$ cat src/ogru_pkg.sv
`timescale 1ns / 1ps
// ----------------------------------------------------------------------------
// ogru_pkg
// Shared constants, types and tables of the occupancy grid ray updater.
// ----------------------------------------------------------------------------
package ogru_pkg;

	localparam int GRID_SIZE  = 128;
	localparam int CELL_W     = $clog2(GRID_SIZE);
	localparam int ADDR_W     = 2 * CELL_W;
	localparam int DEPTH      = GRID_SIZE * GRID_SIZE;
	localparam int CORDIC_N   = 14;
	localparam int STEP_W     = $clog2(CORDIC_N + 1);

	localparam logic [7:0]  WALL_CODE = 8'd255;
	localparam logic [20:0] COUNT_MAX = 21'h1FFFFF;
	localparam logic [17:0] CORDIC_GAIN = 18'sd19898;

	// Operation codes
	localparam logic [2:0] OP_POSE  = 3'd0;
	localparam logic [2:0] OP_HIT   = 3'd1;
	localparam logic [2:0] OP_MARK  = 3'd2;
	localparam logic [2:0] OP_DECAY = 3'd3;
	localparam logic [2:0] OP_RDIDX = 3'd4;
	localparam logic [2:0] OP_RDPOS = 3'd5;

	// Register indexes
	localparam logic [1:0] REG_SEEN  = 2'd0;
	localparam logic [1:0] REG_WBASE = 2'd1;
	localparam logic [1:0] REG_WMAX  = 2'd2;
	localparam logic [1:0] REG_MINR  = 2'd3;

	// Datapath commands
	typedef enum logic [3:0] {
		CMD_NONE,
		CMD_LATCH,     // capture input item
		CMD_RD_POSE,   // read cell under new pose
		CMD_WR_POSE,   // write back pose cell, update counter
		CMD_RD_ITEM,   // read cell of item position/index
		CMD_WR_MARK,
		CMD_CORDIC_INIT,
		CMD_CORDIC_STEP,
		CMD_MUL,       // register products
		CMD_END,       // endpoint cells, Bresenham init
		CMD_RD_END,
		CMD_WR_END,
		CMD_RD_WALK,
		CMD_WR_WALK,   // write walk cell, advance
		CMD_RD_SWEEP,
		CMD_WR_SWEEP   // write decay or clear cell, advance
	} cmd_t;

	typedef struct packed {
		logic ignore;     // range at or below minimum
		logic cordic_done;
		logic walk_done;
		logic sweep_done;
	} status_t;

	function automatic logic signed [17:0] atan_of(input logic [STEP_W-1:0] i);
		case (i)
			4'd0:  atan_of = 18'sd8192;
			4'd1:  atan_of = 18'sd4836;
			4'd2:  atan_of = 18'sd2555;
			4'd3:  atan_of = 18'sd1297;
			4'd4:  atan_of = 18'sd651;
			4'd5:  atan_of = 18'sd326;
			4'd6:  atan_of = 18'sd163;
			4'd7:  atan_of = 18'sd81;
			4'd8:  atan_of = 18'sd41;
			4'd9:  atan_of = 18'sd20;
			4'd10: atan_of = 18'sd10;
			4'd11: atan_of = 18'sd5;
			4'd12: atan_of = 18'sd3;
			4'd13: atan_of = 18'sd1;
			default: atan_of = 18'sd0;
		endcase
	endfunction

	// Cell of a Q8 position, clamped to the grid
	function automatic logic [CELL_W-1:0] cell_of(input logic signed [18:0] p);
		logic signed [10:0] c;
		c = p[18:8];
		if (c < 0)
			cell_of = '0;
		else if (c >= GRID_SIZE)
			cell_of = CELL_W'(GRID_SIZE - 1);
		else
			cell_of = c[CELL_W-1:0];
	endfunction

	// Wall lowering rule shared by walk and decay
	function automatic logic [7:0] lower(input logic [7:0] v, input logic [7:0] wb,
			input logic [7:0] sf);
		logic [7:0] d;
		d = v - 8'd1;
		if (v >= wb)
			lower = (d < wb) ? sf : d;
		else
			lower = v;
	endfunction

endpackage

$ cat src/ogru_ctrl.sv
`timescale 1ns / 1ps
// ----------------------------------------------------------------------------
// ogru_ctrl
// Sequencer: accepts items, steps the datapath, offers results.
// ----------------------------------------------------------------------------
module ogru_ctrl
	import ogru_pkg::*;
(
	input  logic    clk,
	input  logic    arst_n,
	input  logic    in_valid,
	output logic    in_ready,
	input  logic [2:0] op,
	output logic    out_valid,
	input  logic    out_ready,
	input  status_t st,
	output cmd_t    cmd,
	output logic    clr_active
);

	localparam logic [4:0] S_CLR   = 5'd0;
	localparam logic [4:0] S_IDLE  = 5'd1;
	localparam logic [4:0] S_DISP  = 5'd2;
	localparam logic [4:0] S_PRD   = 5'd3;
	localparam logic [4:0] S_PWR   = 5'd4;
	localparam logic [4:0] S_IRD   = 5'd5;
	localparam logic [4:0] S_IWAIT = 5'd6;
	localparam logic [4:0] S_MARK  = 5'd7;
	localparam logic [4:0] S_CINIT = 5'd8;
	localparam logic [4:0] S_CSTEP = 5'd9;
	localparam logic [4:0] S_MUL   = 5'd10;
	localparam logic [4:0] S_END   = 5'd11;
	localparam logic [4:0] S_ERD   = 5'd12;
	localparam logic [4:0] S_EWR   = 5'd13;
	localparam logic [4:0] S_WRD   = 5'd14;
	localparam logic [4:0] S_WWR   = 5'd15;
	localparam logic [4:0] S_SRD   = 5'd16;
	localparam logic [4:0] S_SWR   = 5'd17;
	localparam logic [4:0] S_DONE  = 5'd18;
	localparam logic [4:0] S_PWAIT = 5'd19;

	logic [4:0] state_q;
	logic [2:0] op_q;

	assign in_ready   = (state_q == S_IDLE) && !out_valid;
	assign clr_active = (state_q == S_CLR);

	always_comb begin
		case (state_q)
			S_CLR:   cmd = CMD_WR_SWEEP;
			S_IDLE:  cmd = (in_valid && in_ready) ? CMD_LATCH : CMD_NONE;
			S_PRD:   cmd = CMD_RD_POSE;
			S_PWR:   cmd = CMD_WR_POSE;
			S_IRD:   cmd = CMD_RD_ITEM;
			S_MARK:  cmd = CMD_WR_MARK;
			S_CINIT: cmd = CMD_CORDIC_INIT;
			S_CSTEP: cmd = CMD_CORDIC_STEP;
			S_MUL:   cmd = CMD_MUL;
			S_END:   cmd = CMD_END;
			S_ERD:   cmd = CMD_RD_END;
			S_EWR:   cmd = CMD_WR_END;
			S_WRD:   cmd = CMD_RD_WALK;
			S_WWR:   cmd = CMD_WR_WALK;
			S_SRD:   cmd = CMD_RD_SWEEP;
			S_SWR:   cmd = CMD_WR_SWEEP;
			default: cmd = CMD_NONE;
		endcase
	end

	// State register
	always_ff @(posedge clk or negedge arst_n) begin
		if (!arst_n) begin
			state_q   <= S_CLR;
			op_q      <= OP_POSE;
			out_valid <= 1'b0;
		end else begin
			if (out_valid && out_ready)
				out_valid <= 1'b0;
			case (state_q)
				S_CLR:   if (st.sweep_done) state_q <= S_IDLE;
				S_IDLE: begin
					if (in_valid && in_ready) begin
						op_q    <= op;
						state_q <= S_DISP;
					end
				end
				S_DISP: begin
					case (op_q)
						OP_POSE:  state_q <= S_PRD;
						OP_HIT:   state_q <= S_CINIT;
						OP_MARK:  state_q <= S_MARK;
						OP_DECAY: state_q <= S_SRD;
						OP_RDIDX: state_q <= S_IRD;
						OP_RDPOS: state_q <= S_IRD;
						default:  state_q <= S_DONE;
					endcase
				end
				S_PRD:   state_q <= S_PWAIT;
				S_PWAIT: state_q <= S_PWR;
				S_PWR:   state_q <= S_DONE;
				S_IRD:   state_q <= S_IWAIT;
				S_IWAIT: state_q <= S_DONE;
				S_MARK:  state_q <= S_DONE;
				S_CINIT: state_q <= st.ignore ? S_DONE : S_CSTEP;
				S_CSTEP: if (st.cordic_done) state_q <= S_MUL;
				S_MUL:   state_q <= S_END;
				S_END:   state_q <= S_ERD;
				S_ERD:   state_q <= S_EWR;
				S_EWR:   state_q <= st.walk_done ? S_DONE : S_WRD;
				// walk stops once the position has reached the endpoint cell
				S_WRD:   state_q <= st.walk_done ? S_DONE : S_WWR;
				S_WWR:   state_q <= S_WRD;
				S_SRD:   state_q <= S_SWR;
				S_SWR:   state_q <= st.sweep_done ? S_DONE : S_SRD;
				S_DONE: begin
					out_valid <= 1'b1;
					state_q   <= S_IDLE;
				end
				default: state_q <= S_IDLE;
			endcase
		end
	end

endmodule

$ cat config.mk
export PLATFORM = sky130hd
export DESIGN_NAME = ogru_ctrl
export DESIGN_NICKNAME = d
export VERILOG_FILES = /design/src/ogru_pkg.sv /design/src/ogru_ctrl.sv
export SDC_FILE = /design/constraint.sdc
export NUM_CORES = 1
export LEC_CHECK = 0
export BUFFER_PORTS_ARGS = -buffer_cell sky130_fd_sc_hd__buf_2
export CORE_ASPECT_RATIO = 0.7
export CORE_MARGIN = 5
export CORE_UTILIZATION = 42
export DETAILED_ROUTE_END_ITERATION = 6
export PLACE_DENSITY = 0.65
export SLEW_MARGIN = 20
export SYNTH_ARGS = -nofsm -noshare
export SYNTH_HDL_FRONTEND = slang
export SYNTH_SLANG_ARGS = --single-unit
$ cat constraint.sdc
create_clock -name clk -period 2.9 [get_ports clk]
set_input_delay 0.145 -clock clk [delete_from_list [all_inputs] [get_ports clk]]
set_output_delay 0.145 -clock clk [all_outputs]
set_load 0.05 [all_outputs]
* Yosys cells after proc, flatten, opt, wreduce, memory -nomap -nowiden
Index checks and enable logic that the tools add are counted.
Storage, ports and cells: bits in registers 9, input bits 11, output and inout bits 7, logic and storage cells 55
Operators by class: eq/ne operators 27, multiplexer cells 13, reductions and logical operators 12
Operator list (number):
- 5-bit one-hot mux with 17 select lines | 1
- 4-bit one-hot mux with 15 select lines | 1
- 5-bit by 4-bit == test with 1-bit output (second input constant) | 8
- 5-bit 2-to-1 mux | 6
- 5-bit one-hot mux with 5 select lines | 1
- 5-bit by 3-bit == test with 1-bit output (second input constant) | 4
- 5-bit == test (second input constant) | 4
- 5-bit by 2-bit == test with 1-bit output (second input constant) | 2
- 3-bit by 2-bit == test with 1-bit output (second input constant) | 2
- 3-bit == test (second input constant) | 2
- 5-bit by 1-bit == test with 1-bit output (second input constant) | 1
- 5-bit zero test | 1
- 2-bit inequality test (second input constant) | 2
- 2-bit OR reduction | 2
- 3-bit by 1-bit == test with 1-bit output (second input constant) | 1
- 1-bit logical AND | 3
- 3-bit zero test | 1
- 1-bit 2-to-1 mux | 3
- 3-bit AND reduction | 1
- 3-bit OR reduction | 1
- 2-bit 2-to-1 mux | 1
- 2-bit by 1-bit inequality test with 1-bit output (second input constant) | 1
- 2-bit AND reduction | 1
- 2-bit nonzero test | 1
- 1-bit zero test | 1

* Depth between registers and ports, before layout
Gate-level depths: netlist of the first run.
word-level depth 5, depth in mapped cells 6, depth with buffers taken out 4

* Worst setup path after synthesis of the first run
Ideal clock, no wire load.
kind reg-to-output, start point register state_q[1], end point output cmd[3], arrival time 1.992 ns, data required time 2.755 ns, path slack 0.763 ns, stages on the path, launching flop included 4, buffers on the path 1, cells stage by stage dfrtp_1 -> buf_2 -> or2_1 -> o31ai_1
Between the ends: word-level cells in the longest chain between the ends 3, elaborated cells between the ends (all ways) 18, classes of those cells eq/ne (15); mux (1); reduce/logical (2)
Ends and longest elaborated chain:
- start: declaration | RTL line ogru_ctrl.sv:42 | logic [4:0] state_q;
- start signal: assignment | RTL line ogru_ctrl.sv:104 | S_CINIT: state_q <= st.ignore ? S_DONE : S_CSTEP;
- start signal: assignment | RTL line ogru_ctrl.sv:109 | S_EWR: state_q <= st.walk_done ? S_DONE : S_WRD;
- start signal: assignment | RTL line ogru_ctrl.sv:111 | S_WRD: state_q <= st.walk_done ? S_DONE : S_WWR;
- 5-bit == test / 5-bit zero test (equally long branches) | RTL line ogru_ctrl.sv:49 | case (state_q)
- 2-bit OR reduction (no source line)
- 4-bit one-hot mux with 15 select lines (*) | RTL line ogru_ctrl.sv:49
- end: declaration | RTL line ogru_ctrl.sv:17 | output cmd_t cmd,
Every way passes the cells marked *; elsewhere a longest branch is shown, timed or not.

* Worst setup path in the final report of the first run
start point register state_q[0], end point output cmd[2]
The elaborated chain is that of the path after synthesis.

==> flow_summary.toml, run 1 <==
[sta]
skew_ns = 0.00294
slew_violations = 0
grt_setup_unrepaired = "false"
finalWorstSetupSlack_ns = 0.926
max-slew-margin-rel = 0.599
fin_crit_ns = 1.97
tns_ns = 0
finalHoldWorstSlack_ns = 0.0449
setup_viol = 0
tightestPinTransition_ns = 0.601
min_period_over_period = 0.681
fmax_ghz = 0.507
hold_violations = 0

[floorplan]
die_x_um = 64.3
pin_count = 18
start_util = 0.456
num_rows = 13
fp.dieArea_um2 = 3090
core_um2 = 1900
fp.dieH_um = 48.0

[critical_path]
start_kind = "flip-flop"
crit_slowest_cell = "dfrtp_1"
crit_chain = "nand2b_1, nand2_1, a22oi_1, o21ai_0, buf_2"
cp.required_ns = 2.76
path_max_fanout = 21
critPathArrivalTime_ns = 1.83
slowest_delay_ns = 0.72
timing_worst_setup_path_type = "reg -> out"
end_kind = "output pin"
r2r_cells = 4

[power]
power_density_nw_per_um2 = 1340
p_int_w = 0.000532
switching_share = 0.584
p_comb_frac = 0.659
p_clk_frac = 0.079
netSwitchingPower_w = 0.000746
ir_drop_uv = 1030
p_seq_frac = 0.262
cellLeakagePower_nw = 0.417

[synth]
synth_cells = 108
ys_types = 45
yosysWarnings = 0
synthesis.area_um2 = 867
syn-num-nets = 119
ys_async_sr_fraction = 1.00
ys.flop_type = "dfrtp_1"
ys_ff_latch = 9
synth_edf_count = 0
ys_seq_area_frac = 0.260
syn_area_per_cell_um2 = 8.03

[clock_network]
cts_inserted_buffers = 3
max-clock-path-buffers = 2
cts.clk_slew.worst_paths_ns = 0.06
cts_root_buffer = "clkbuf_4"
cts_resized = 0
ctsHoldBuffers = 1
clk_latency_ns = 0.27
cts_sinks = 9
htreeDepth = 1
cts_setup_buffers = 0
cts_tree = "done"

[grt]
grt_max_degree = 22
antenna_found_initial = 0
grt_pass1_wl_um = 3730
grt_pass1_vias = 762
grt_overflow_total = 0
grtUsageTotal = 0.160

[cells_and_area]
diodes = 0
multi_input_area_um2 = 556
drive_gt1_frac = 0.248
final_cell_count_no_fill = 143
regArea_um2 = 225
n_fill_cell = 198
layout.nets = 133
area_growth_pct = 10.2

[placement]
dp_hpwl_um = 1660
routabilityCongestion = 0.873
dp_slack_ns = 1.17
place_inst = 138
numPortBuffers = 17

[run]
max_cap_violations = 0

[drt]
wl_per_cell_um = 15.7
drc = 0
drt_wl_total_um = 2240
antenna_left = 0
vias_per_cell = 5.99
drt_first_pass_iters = 4
route.vias.total = 856
drtIter0Drc = 63

[min_path]
hp-class = "in -> reg"
holdPathStages = 2

[run_status]
outcome = "completed"
[path summary, 6_finish.rpt]
kind	slack, ns	endpoint	startpoint
min reg2reg	0.58	op_q[1]$_DFFE_PN0P_	op_q[1]$_DFFE_PN0P_
max	0.93	cmd[2]	state_q[0]$_DFFE_PN0P_
max reg2reg	1.15	state_q[0]$_DFFE_PN0P_	state_q[0]$_DFFE_PN0P_
max in group asynchronous	2.45	state_q[0]$_DFFE_PN0P_	arst_n
min in group asynchronous	0.26	op_q[0]$_DFFE_PN0P_	arst_n
min	0.04	out_valid$_DFFE_PN0P_	out_ready
[registers in the layout (all words and copies together) (netlist names)]
| signal | flops |
|---|---|
| state_q | 5 |
| op_q | 3 |
| out_valid | 1 |
[critical path, delay by kind of cell (launching register included)]
| kind | cells | cell delay (ns) |
|---|---|---|
| DFF | 1 | 0.72 |
| and+or+nand+nor | 2 | 0.30 |
| buffers and inverters | 1 | 0.28 |
| AOI/OAI and AO/OA | 2 | 0.25 |
[placed cells by master, fill, tap and decap left out, types with 2 or more instances in the layout]
master,count
o21ai_1,2
o31ai_1,3
nor2_1,6
inv_1,6
buf_2,17
a32oi_1,2
a32o_1,2
nand3b_1,3
o21ai_0,6
mux2_4,3
nand2b_1,2
dfrtp_1,9
a21oi_1,7
nor2b_1,7
nand3_1,5
clkbuf_4,3
nand2_1,10
[area by class of cell]
| cell class | instances | area share |
|---|---|---|
| Inverter | 7 | 0.0275 |
| Sequential cell | 9 | 0.236 |
| Multi-Input combinational cell | 83 | 0.581 |
| Tap cell | 22 | 0.0288 |
| Clock buffer | 4 | 0.0275 |
| Timing Repair Buffer | 18 | 0.0995 |
[power groups by stage]
stage | registers, W | clock network [W] | logic, W
after floorplan | 0.000230 | 0 | 0.000795
after global placement | 0.000329 | 0 | 0.000827
after detailed placement | 0.000337 | 0 | 0.000843
after CTS | 0.000333 | 0.000105 | 0.000846
after global routing | 0.000353 | 0.000109 | 0.000915
final | 0.000335 | 0.000101 | 0.000842
[cells in the mapped netlist, types with 2 or more instances]
cell / instances / area [um^2]
a21oi_1: 7 / 35.0
nand2b_1: 2 / 12.5
a32oi_1: 2 / 17.5
nand3b_1: 3 / 22.5
o21ai_1: 2 / 10.0
a32o_1: 2 / 20.0
buf_4: 2 / 15.0
buf_2: 3 / 15.0
nor2_1: 6 / 22.5
nand2_1: 10 / 37.5
dfrtp_1: 9 / 225
clkbuf_1: 2 / 7.51
mux2_4: 3 / 45.0
o31ai_1: 3 / 22.5
o21ai_0: 6 / 30.0
nor2b_1: 7 / 43.8
inv_1: 6 / 22.5
buf_6: 2 / 22.5
nand3_1: 5 / 25.0
[routing by layer]
metal	track usage	vias to the layer above	routed length (um)
met5	0	-	0
met4	0.0732	0	32
met3	0.0376	5	155
met2	0.248	31	1010
met1	0.214	398	1050
li1	-	422	-
[cells by family (layout without fill, tap and decap cells)]
family | count (synthesis) | after routing | share of synthesized area
compound gates | 36 | 36 | 0.297
buf+inv | 16 | 29 | 0.0996
flops | 9 | 9 | 0.260
mux | 3 | 3 | 0.0519
simple gates | 44 | 44 | 0.292
[metrics by stage]
stage / area, um^2 / total power [W] / util
6_report: 956 / 0.00128 / 0.502
5_1_grt: 956 / 0.00138 / 0.502
4_1_cts: 956 / 0.00128 / 0.502
3_5_place_dp: 920 / 0.00118 / 0.483
3_3_place_gp: 920 / 0.00116 / 0.483
2_1_floorplan: 867 / 0.00102 / -
(Power assumes the default switching activity.)
==> inputs of run 2 (changes only) <==
- clock period: 2.9 -> 2.1 ns (I/O delays scaled with it)
==> run 2 against run 1 <==
Net effect: power up 38%; critical path depth shrank 1; highest routed layer unchanged; register-to-register slack got worse by 0.72 ns; critical path type unchanged; sequential power grew 39%; combinational power is 38% higher; via count up 0.82%; clock skew up 0.0078 ns; wire length down 0.80%; cell count unchanged; flip-flop and latch count did not move; worst hold slack got worse by 0.030 ns.
==> flow_summary.toml, run 2 (synthesis results as in run 1) <==
[run_status]
outcome = "completed"

[drt]
vias_per_cell = 6.03
wl_per_cell_um = 15.6
drtIter0Drc = 71
antenna_left = 0
route.vias.total = 863
drt_first_pass_iters = 4
drt_wl_total_um = 2230
drc = 0

[sta]
slew_violations = 0
hold_violations = 0
tightestPinTransition_ns = 0.636
grt_setup_unrepaired = "false"
fin_crit_ns = 1.95
max-slew-margin-rel = 0.576
setup_viol = 0
fmax_ghz = 0.512
min_period_over_period = 0.929
skew_ns = 0.0108
finalWorstSetupSlack_ns = 0.148
tns_ns = 0

[min_path]
min_from = "out_ready"
hp-class = "in -> reg"
holdPathStages = 2

[critical_path]
cp-startpoint = "state_q[2]$_DFFE_PN0P_"
crit_family = "flip-flops"
critPathArrivalTime_ns = 1.85
crit_buf_inv = 1
slowest_delay_ns = 0.73
cp.required_ns = 2.00
path_max_fanout = 18
timing_worst_setup_path_type = "reg -> out"
end_kind = "output pin"
r2r_slack_ns = 0.43
endpoint = "cmd[0]"
cp.depth = 4
crit_slowest_cell = "dfrtp_1"
crit_chain = "or2_1, o22ai_1, a32o_1, buf_2"
start_kind = "flip-flop"
r2r-end = "op_q[2]$_DFFE_PN0P_"
r2r_cells = 3
rr_startpoint = "state_q[4]$_DFFE_PN0P_"

[grt]
antenna_found_initial = 0
grt_pass1_vias = 777
grtUsageTotal = 0.155
grt_overflow_total = 0
grt_pass1_wl_um = 3680
grt_max_degree = 22

[cells_and_area]
n_fill_cell = 188
top_register = "state_q"
diodes = 0
final_cell_count_no_fill = 143
layout.nets = 133
final_common_cell = "buf_2"
drive_gt1_frac = 0.256
layout_common_cells = "buf_2, nand2_1, dfrtp_1"
reg_top3 = "state_q: 5 flops, op_q: 3 flops, out_valid: 1 flops"
largest_reg_flops = 5
area_growth_pct = 10.4

[power]
cellLeakagePower_nw = 0.416
switching_share = 0.583
netSwitchingPower_w = 0.00103
power_w = 0.00176
p_clk_frac = 0.076
ir_drop_uv = 1380
p_comb_frac = 0.660
p_int_w = 0.000736
power_density_nw_per_um2 = 1840
p_seq_frac = 0.264

[placement]
dp_hpwl_um = 1660
routabilityCongestion = 0.854
numPortBuffers = 17
dp_slack_ns = 0.435
place_inst = 138

[floorplan]
core_um2 = 1900
num_rows = 13
start_util = 0.456
fp.dieH_um = 48.0
pin_count = 18
die_x_um = 64.3
fp.dieArea_um2 = 3090

[run]
max_cap_violations = 0

[clock_network]
cts_sinks = 9
cts_tree = "done"
clk_latency_ns = 0.26
htreeDepth = 1
cts.clk_slew.worst_paths_ns = 0.07
max-clock-path-buffers = 2
cts_root_buffer = "clkbuf_4"
cts_inserted_buffers = 3
## run 2: cell count changes in the layout (fill, tap and decap cells not counted)
cell     change
dfrtp_1      -1
dfrtp_2      +1
## run 2: layout make-up
cell class                 count  area, um^2  share of cell area
clock buffer                   4        26.3              0.0275
inverter                       7        26.3              0.0275
sequential                     9         226               0.237
tap                           22        27.5              0.0288
timing repair buffer          18        95.1              0.0993
multi-input combinational     83         556               0.580
## run 2: power by group through the flow
| stage | Combinational [W] | Clock, W | Sequential [W] |
|---|---|---|---|
| floorplan | 0.00110 | 0 | 0.000317 |
| global placement | 0.00114 | 0 | 0.000450 |
| detailed placement | 0.00116 | 0 | 0.000455 |
| CTS | 0.00116 | 0.000140 | 0.000456 |
| global route | 0.00127 | 0.000150 | 0.000488 |
| finish | 0.00116 | 0.000133 | 0.000467 |
## run 2: worst min path at each step
stage	end	slack [ns]
final	out_valid$_DFFE_PN0P_	0.01
after CTS	out_valid$_DFFE_PN0P_	0.007
after detailed placement	state_q[2]$_DFFE_PN0P_	-0.02
after floorplan	op_q[0]$_DFFE_PN0P_	-0.19
after global placement	state_q[2]$_DFFE_PN0P_	-0.03
after global routing	out_valid$_DFFE_PN0P_	0.009
## run 2: metal layers
layer,up-vias,GRT usage,share of wire
met5,-,0,0
li1,424,-,-
met1,397,0.216,0.48
met4,0,0.0325,0.0027
met2,40,0.234,0.43
met3,2,0.0540,0.086
## run 2: worst register-to-register path, cell delays in order (launching register included)
cell	delay [ns]
dfrtp_1	0.61
nor3_4	0.38
nand4_2	0.22
mux2_4	0.35
## run 2: stage by stage
stage	cell area [um^2]	utilization	hold WS, ns
final	957	0.503	0.0148
after global routing	957	0.503	0.00950
after CTS	956	0.502	0.00726
after detailed placement	920	0.483	-0.0234
after global placement	920	0.483	-0.0307
after floorplan	867	-	-0.191
## run 2: what timing repair did
item	CTS	global route
setup buffers	0	0
endpoints found under the hold margin	9	0
resized for setup	0	1
hold buffers	1	0
setup endpoints to repair	0	1
==> inputs of run 3 (changes only) <==
- REMOVE_ABC_BUFFERS: unset -> 1
==> run 3 against run 2 <==
Net effect: clock power about the same; cell count unchanged; sequential share of layout area decreased by 0.10 points; design area decreased by 0.13%; register-to-register slack got worse by 0.07 ns.
==> flow_summary.toml, run 3 (synthesis results as in run 1) <==
[floorplan]
pin_count = 18
start_util = 0.456
die_x_um = 64.3
num_rows = 13
fp.dieH_um = 48.0
core_um2 = 1900
fp.dieArea_um2 = 3090

[power]
cellLeakagePower_nw = 0.417
ir_drop_uv = 1200
power_density_nw_per_um2 = 1830

[drt]
drt_first_pass_iters = 4
wl_per_cell_um = 14.8
route.vias.total = 838
antenna_left = 0
drc = 0
vias_per_cell = 5.86
drtIter0Drc = 39
drt_wl_total_um = 2110

[cells_and_area]
regArea_um2 = 225
final_common_cell = "buf_2"
stdcell_area_um2 = 956
multi_input_area_um2 = 556
reg_top3 = "state_q: 5 flops, op_q: 3 flops, out_valid: 1 flops"
top_register = "state_q"
diodes = 0
area_growth_pct = 10.2
drive_gt1_frac = 0.248
final_cell_count_no_fill = 143
n_fill_cell = 183
layout.nets = 133
largest_reg_flops = 5
layout_common_cells = "buf_2, nand2_1, dfrtp_1"

[min_path]
hp-class = "in -> reg"

[grt]
antenna_found_initial = 0
grt_max_degree = 22
grt_pass1_wl_um = 3590
grt_pass1_vias = 732
grt_overflow_total = 0
grtUsageTotal = 0.150

[critical_path]
r2r_slack_ns = 0.36
crit_slowest_cell = "dfrtp_1"
crit_chain = "or2_1, o22ai_1, a32o_1, buf_2"
start_kind = "flip-flop"
cp.required_ns = 2.00
end_kind = "output pin"
critPathArrivalTime_ns = 1.82
crit_buf_inv = 1
path_max_fanout = 18
timing_worst_setup_path_type = "reg -> out"
crit_family = "flip-flops"
slowest_delay_ns = 0.72

[placement]
numPortBuffers = 17
place_inst = 138
dp_hpwl_um = 1590
routabilityCongestion = 0.891
dp_slack_ns = 0.381
dpl_cell_area_um2 = 920

[sta]
max-slew-margin-rel = 0.595
skew_ns = 0.00274
finalHoldWorstSlack_ns = 0.0197
hold_violations = 0
fin_crit_ns = 1.93
setup_viol = 0
tightestPinTransition_ns = 0.608
grt_setup_unrepaired = "false"
min_period_over_period = 0.918
slew_violations = 0
fmax_ghz = 0.519
finalWorstSetupSlack_ns = 0.172

[clock_network]
htreeDepth = 1
cts_tree = "done"
cts_setup_buffers = 0
cts_root_buffer = "clkbuf_4"
cts_resized = 0
clk_latency_ns = 0.26
cts_inserted_buffers = 3
cts_sinks = 9
cts.clk_slew.worst_paths_ns = 0.06
max-clock-path-buffers = 2

[run_status]
outcome = "completed"

[run]
max_cap_violations = 0
-- run 3: layout make-up --
cell class                      instances  share of cell area
Inverter                                7              0.0275
Tap cell                               22              0.0288
Timing Repair Buffer                   18              0.0995
Multi-Input combinational cell         83               0.581
Clock buffer                            4              0.0275
Sequential cell                         9               0.236
-- run 3: per-layer routing --
layer,global-route usage,vias to the layer above,share of wire
li1,-,420,-
met3,0.0399,0,0.081
met2,0.214,34,0.42
met5,0,-,0
met4,0.0244,0,0
met1,0.228,384,0.50
-- run 3: stage by stage --
| stage | TNS (ns) | utilization | power, W |
|---|---|---|---|
| floorplan | -0.109 | - | 0.00134 |
| global placement | 0 | 0.483 | 0.00161 |
| detailed placement | 0 | 0.483 | 0.00161 |
| CTS | 0 | 0.502 | 0.00175 |
| global route | 0 | 0.502 | 0.00188 |
| finish | 0 | 0.502 | 0.00175 |
-- run 3: worst paths after layout --
check	from	to	cells after the start
setup / recovery	state_q[2]$_DFFE_PN0P_	cmd[0]	4
hold / removal	out_ready	out_valid$_DFFE_PN0P_	2
setup reg to reg	state_q[0]$_DFFE_PN0P_	state_q[0]$_DFFE_PN0P_	4
hold reg to reg	op_q[1]$_DFFE_PN0P_	op_q[1]$_DFFE_PN0P_	1
max in group asynchronous	arst_n	out_valid$_DFFE_PN0P_	2
min in group asynchronous	arst_n	state_q[2]$_DFFE_PN0P_	2
-- run 3: where the power goes --
| group | switching, W | internal, W |
|---|---|---|
| logic | 0.000740 | 0.000418 |
| registers | 0.000216 | 0.000243 |
| clock network | 0.0000614 | 0.0000733 |
| total | 0.00102 | 0.000734 |
-- run 3: repair_timing --
action | 4_1_cts | 5_1_grt
hold endpoints to repair | 9 | 0
endpoints found under the setup margin | 0 | 0
hold buffers | 1 | 0
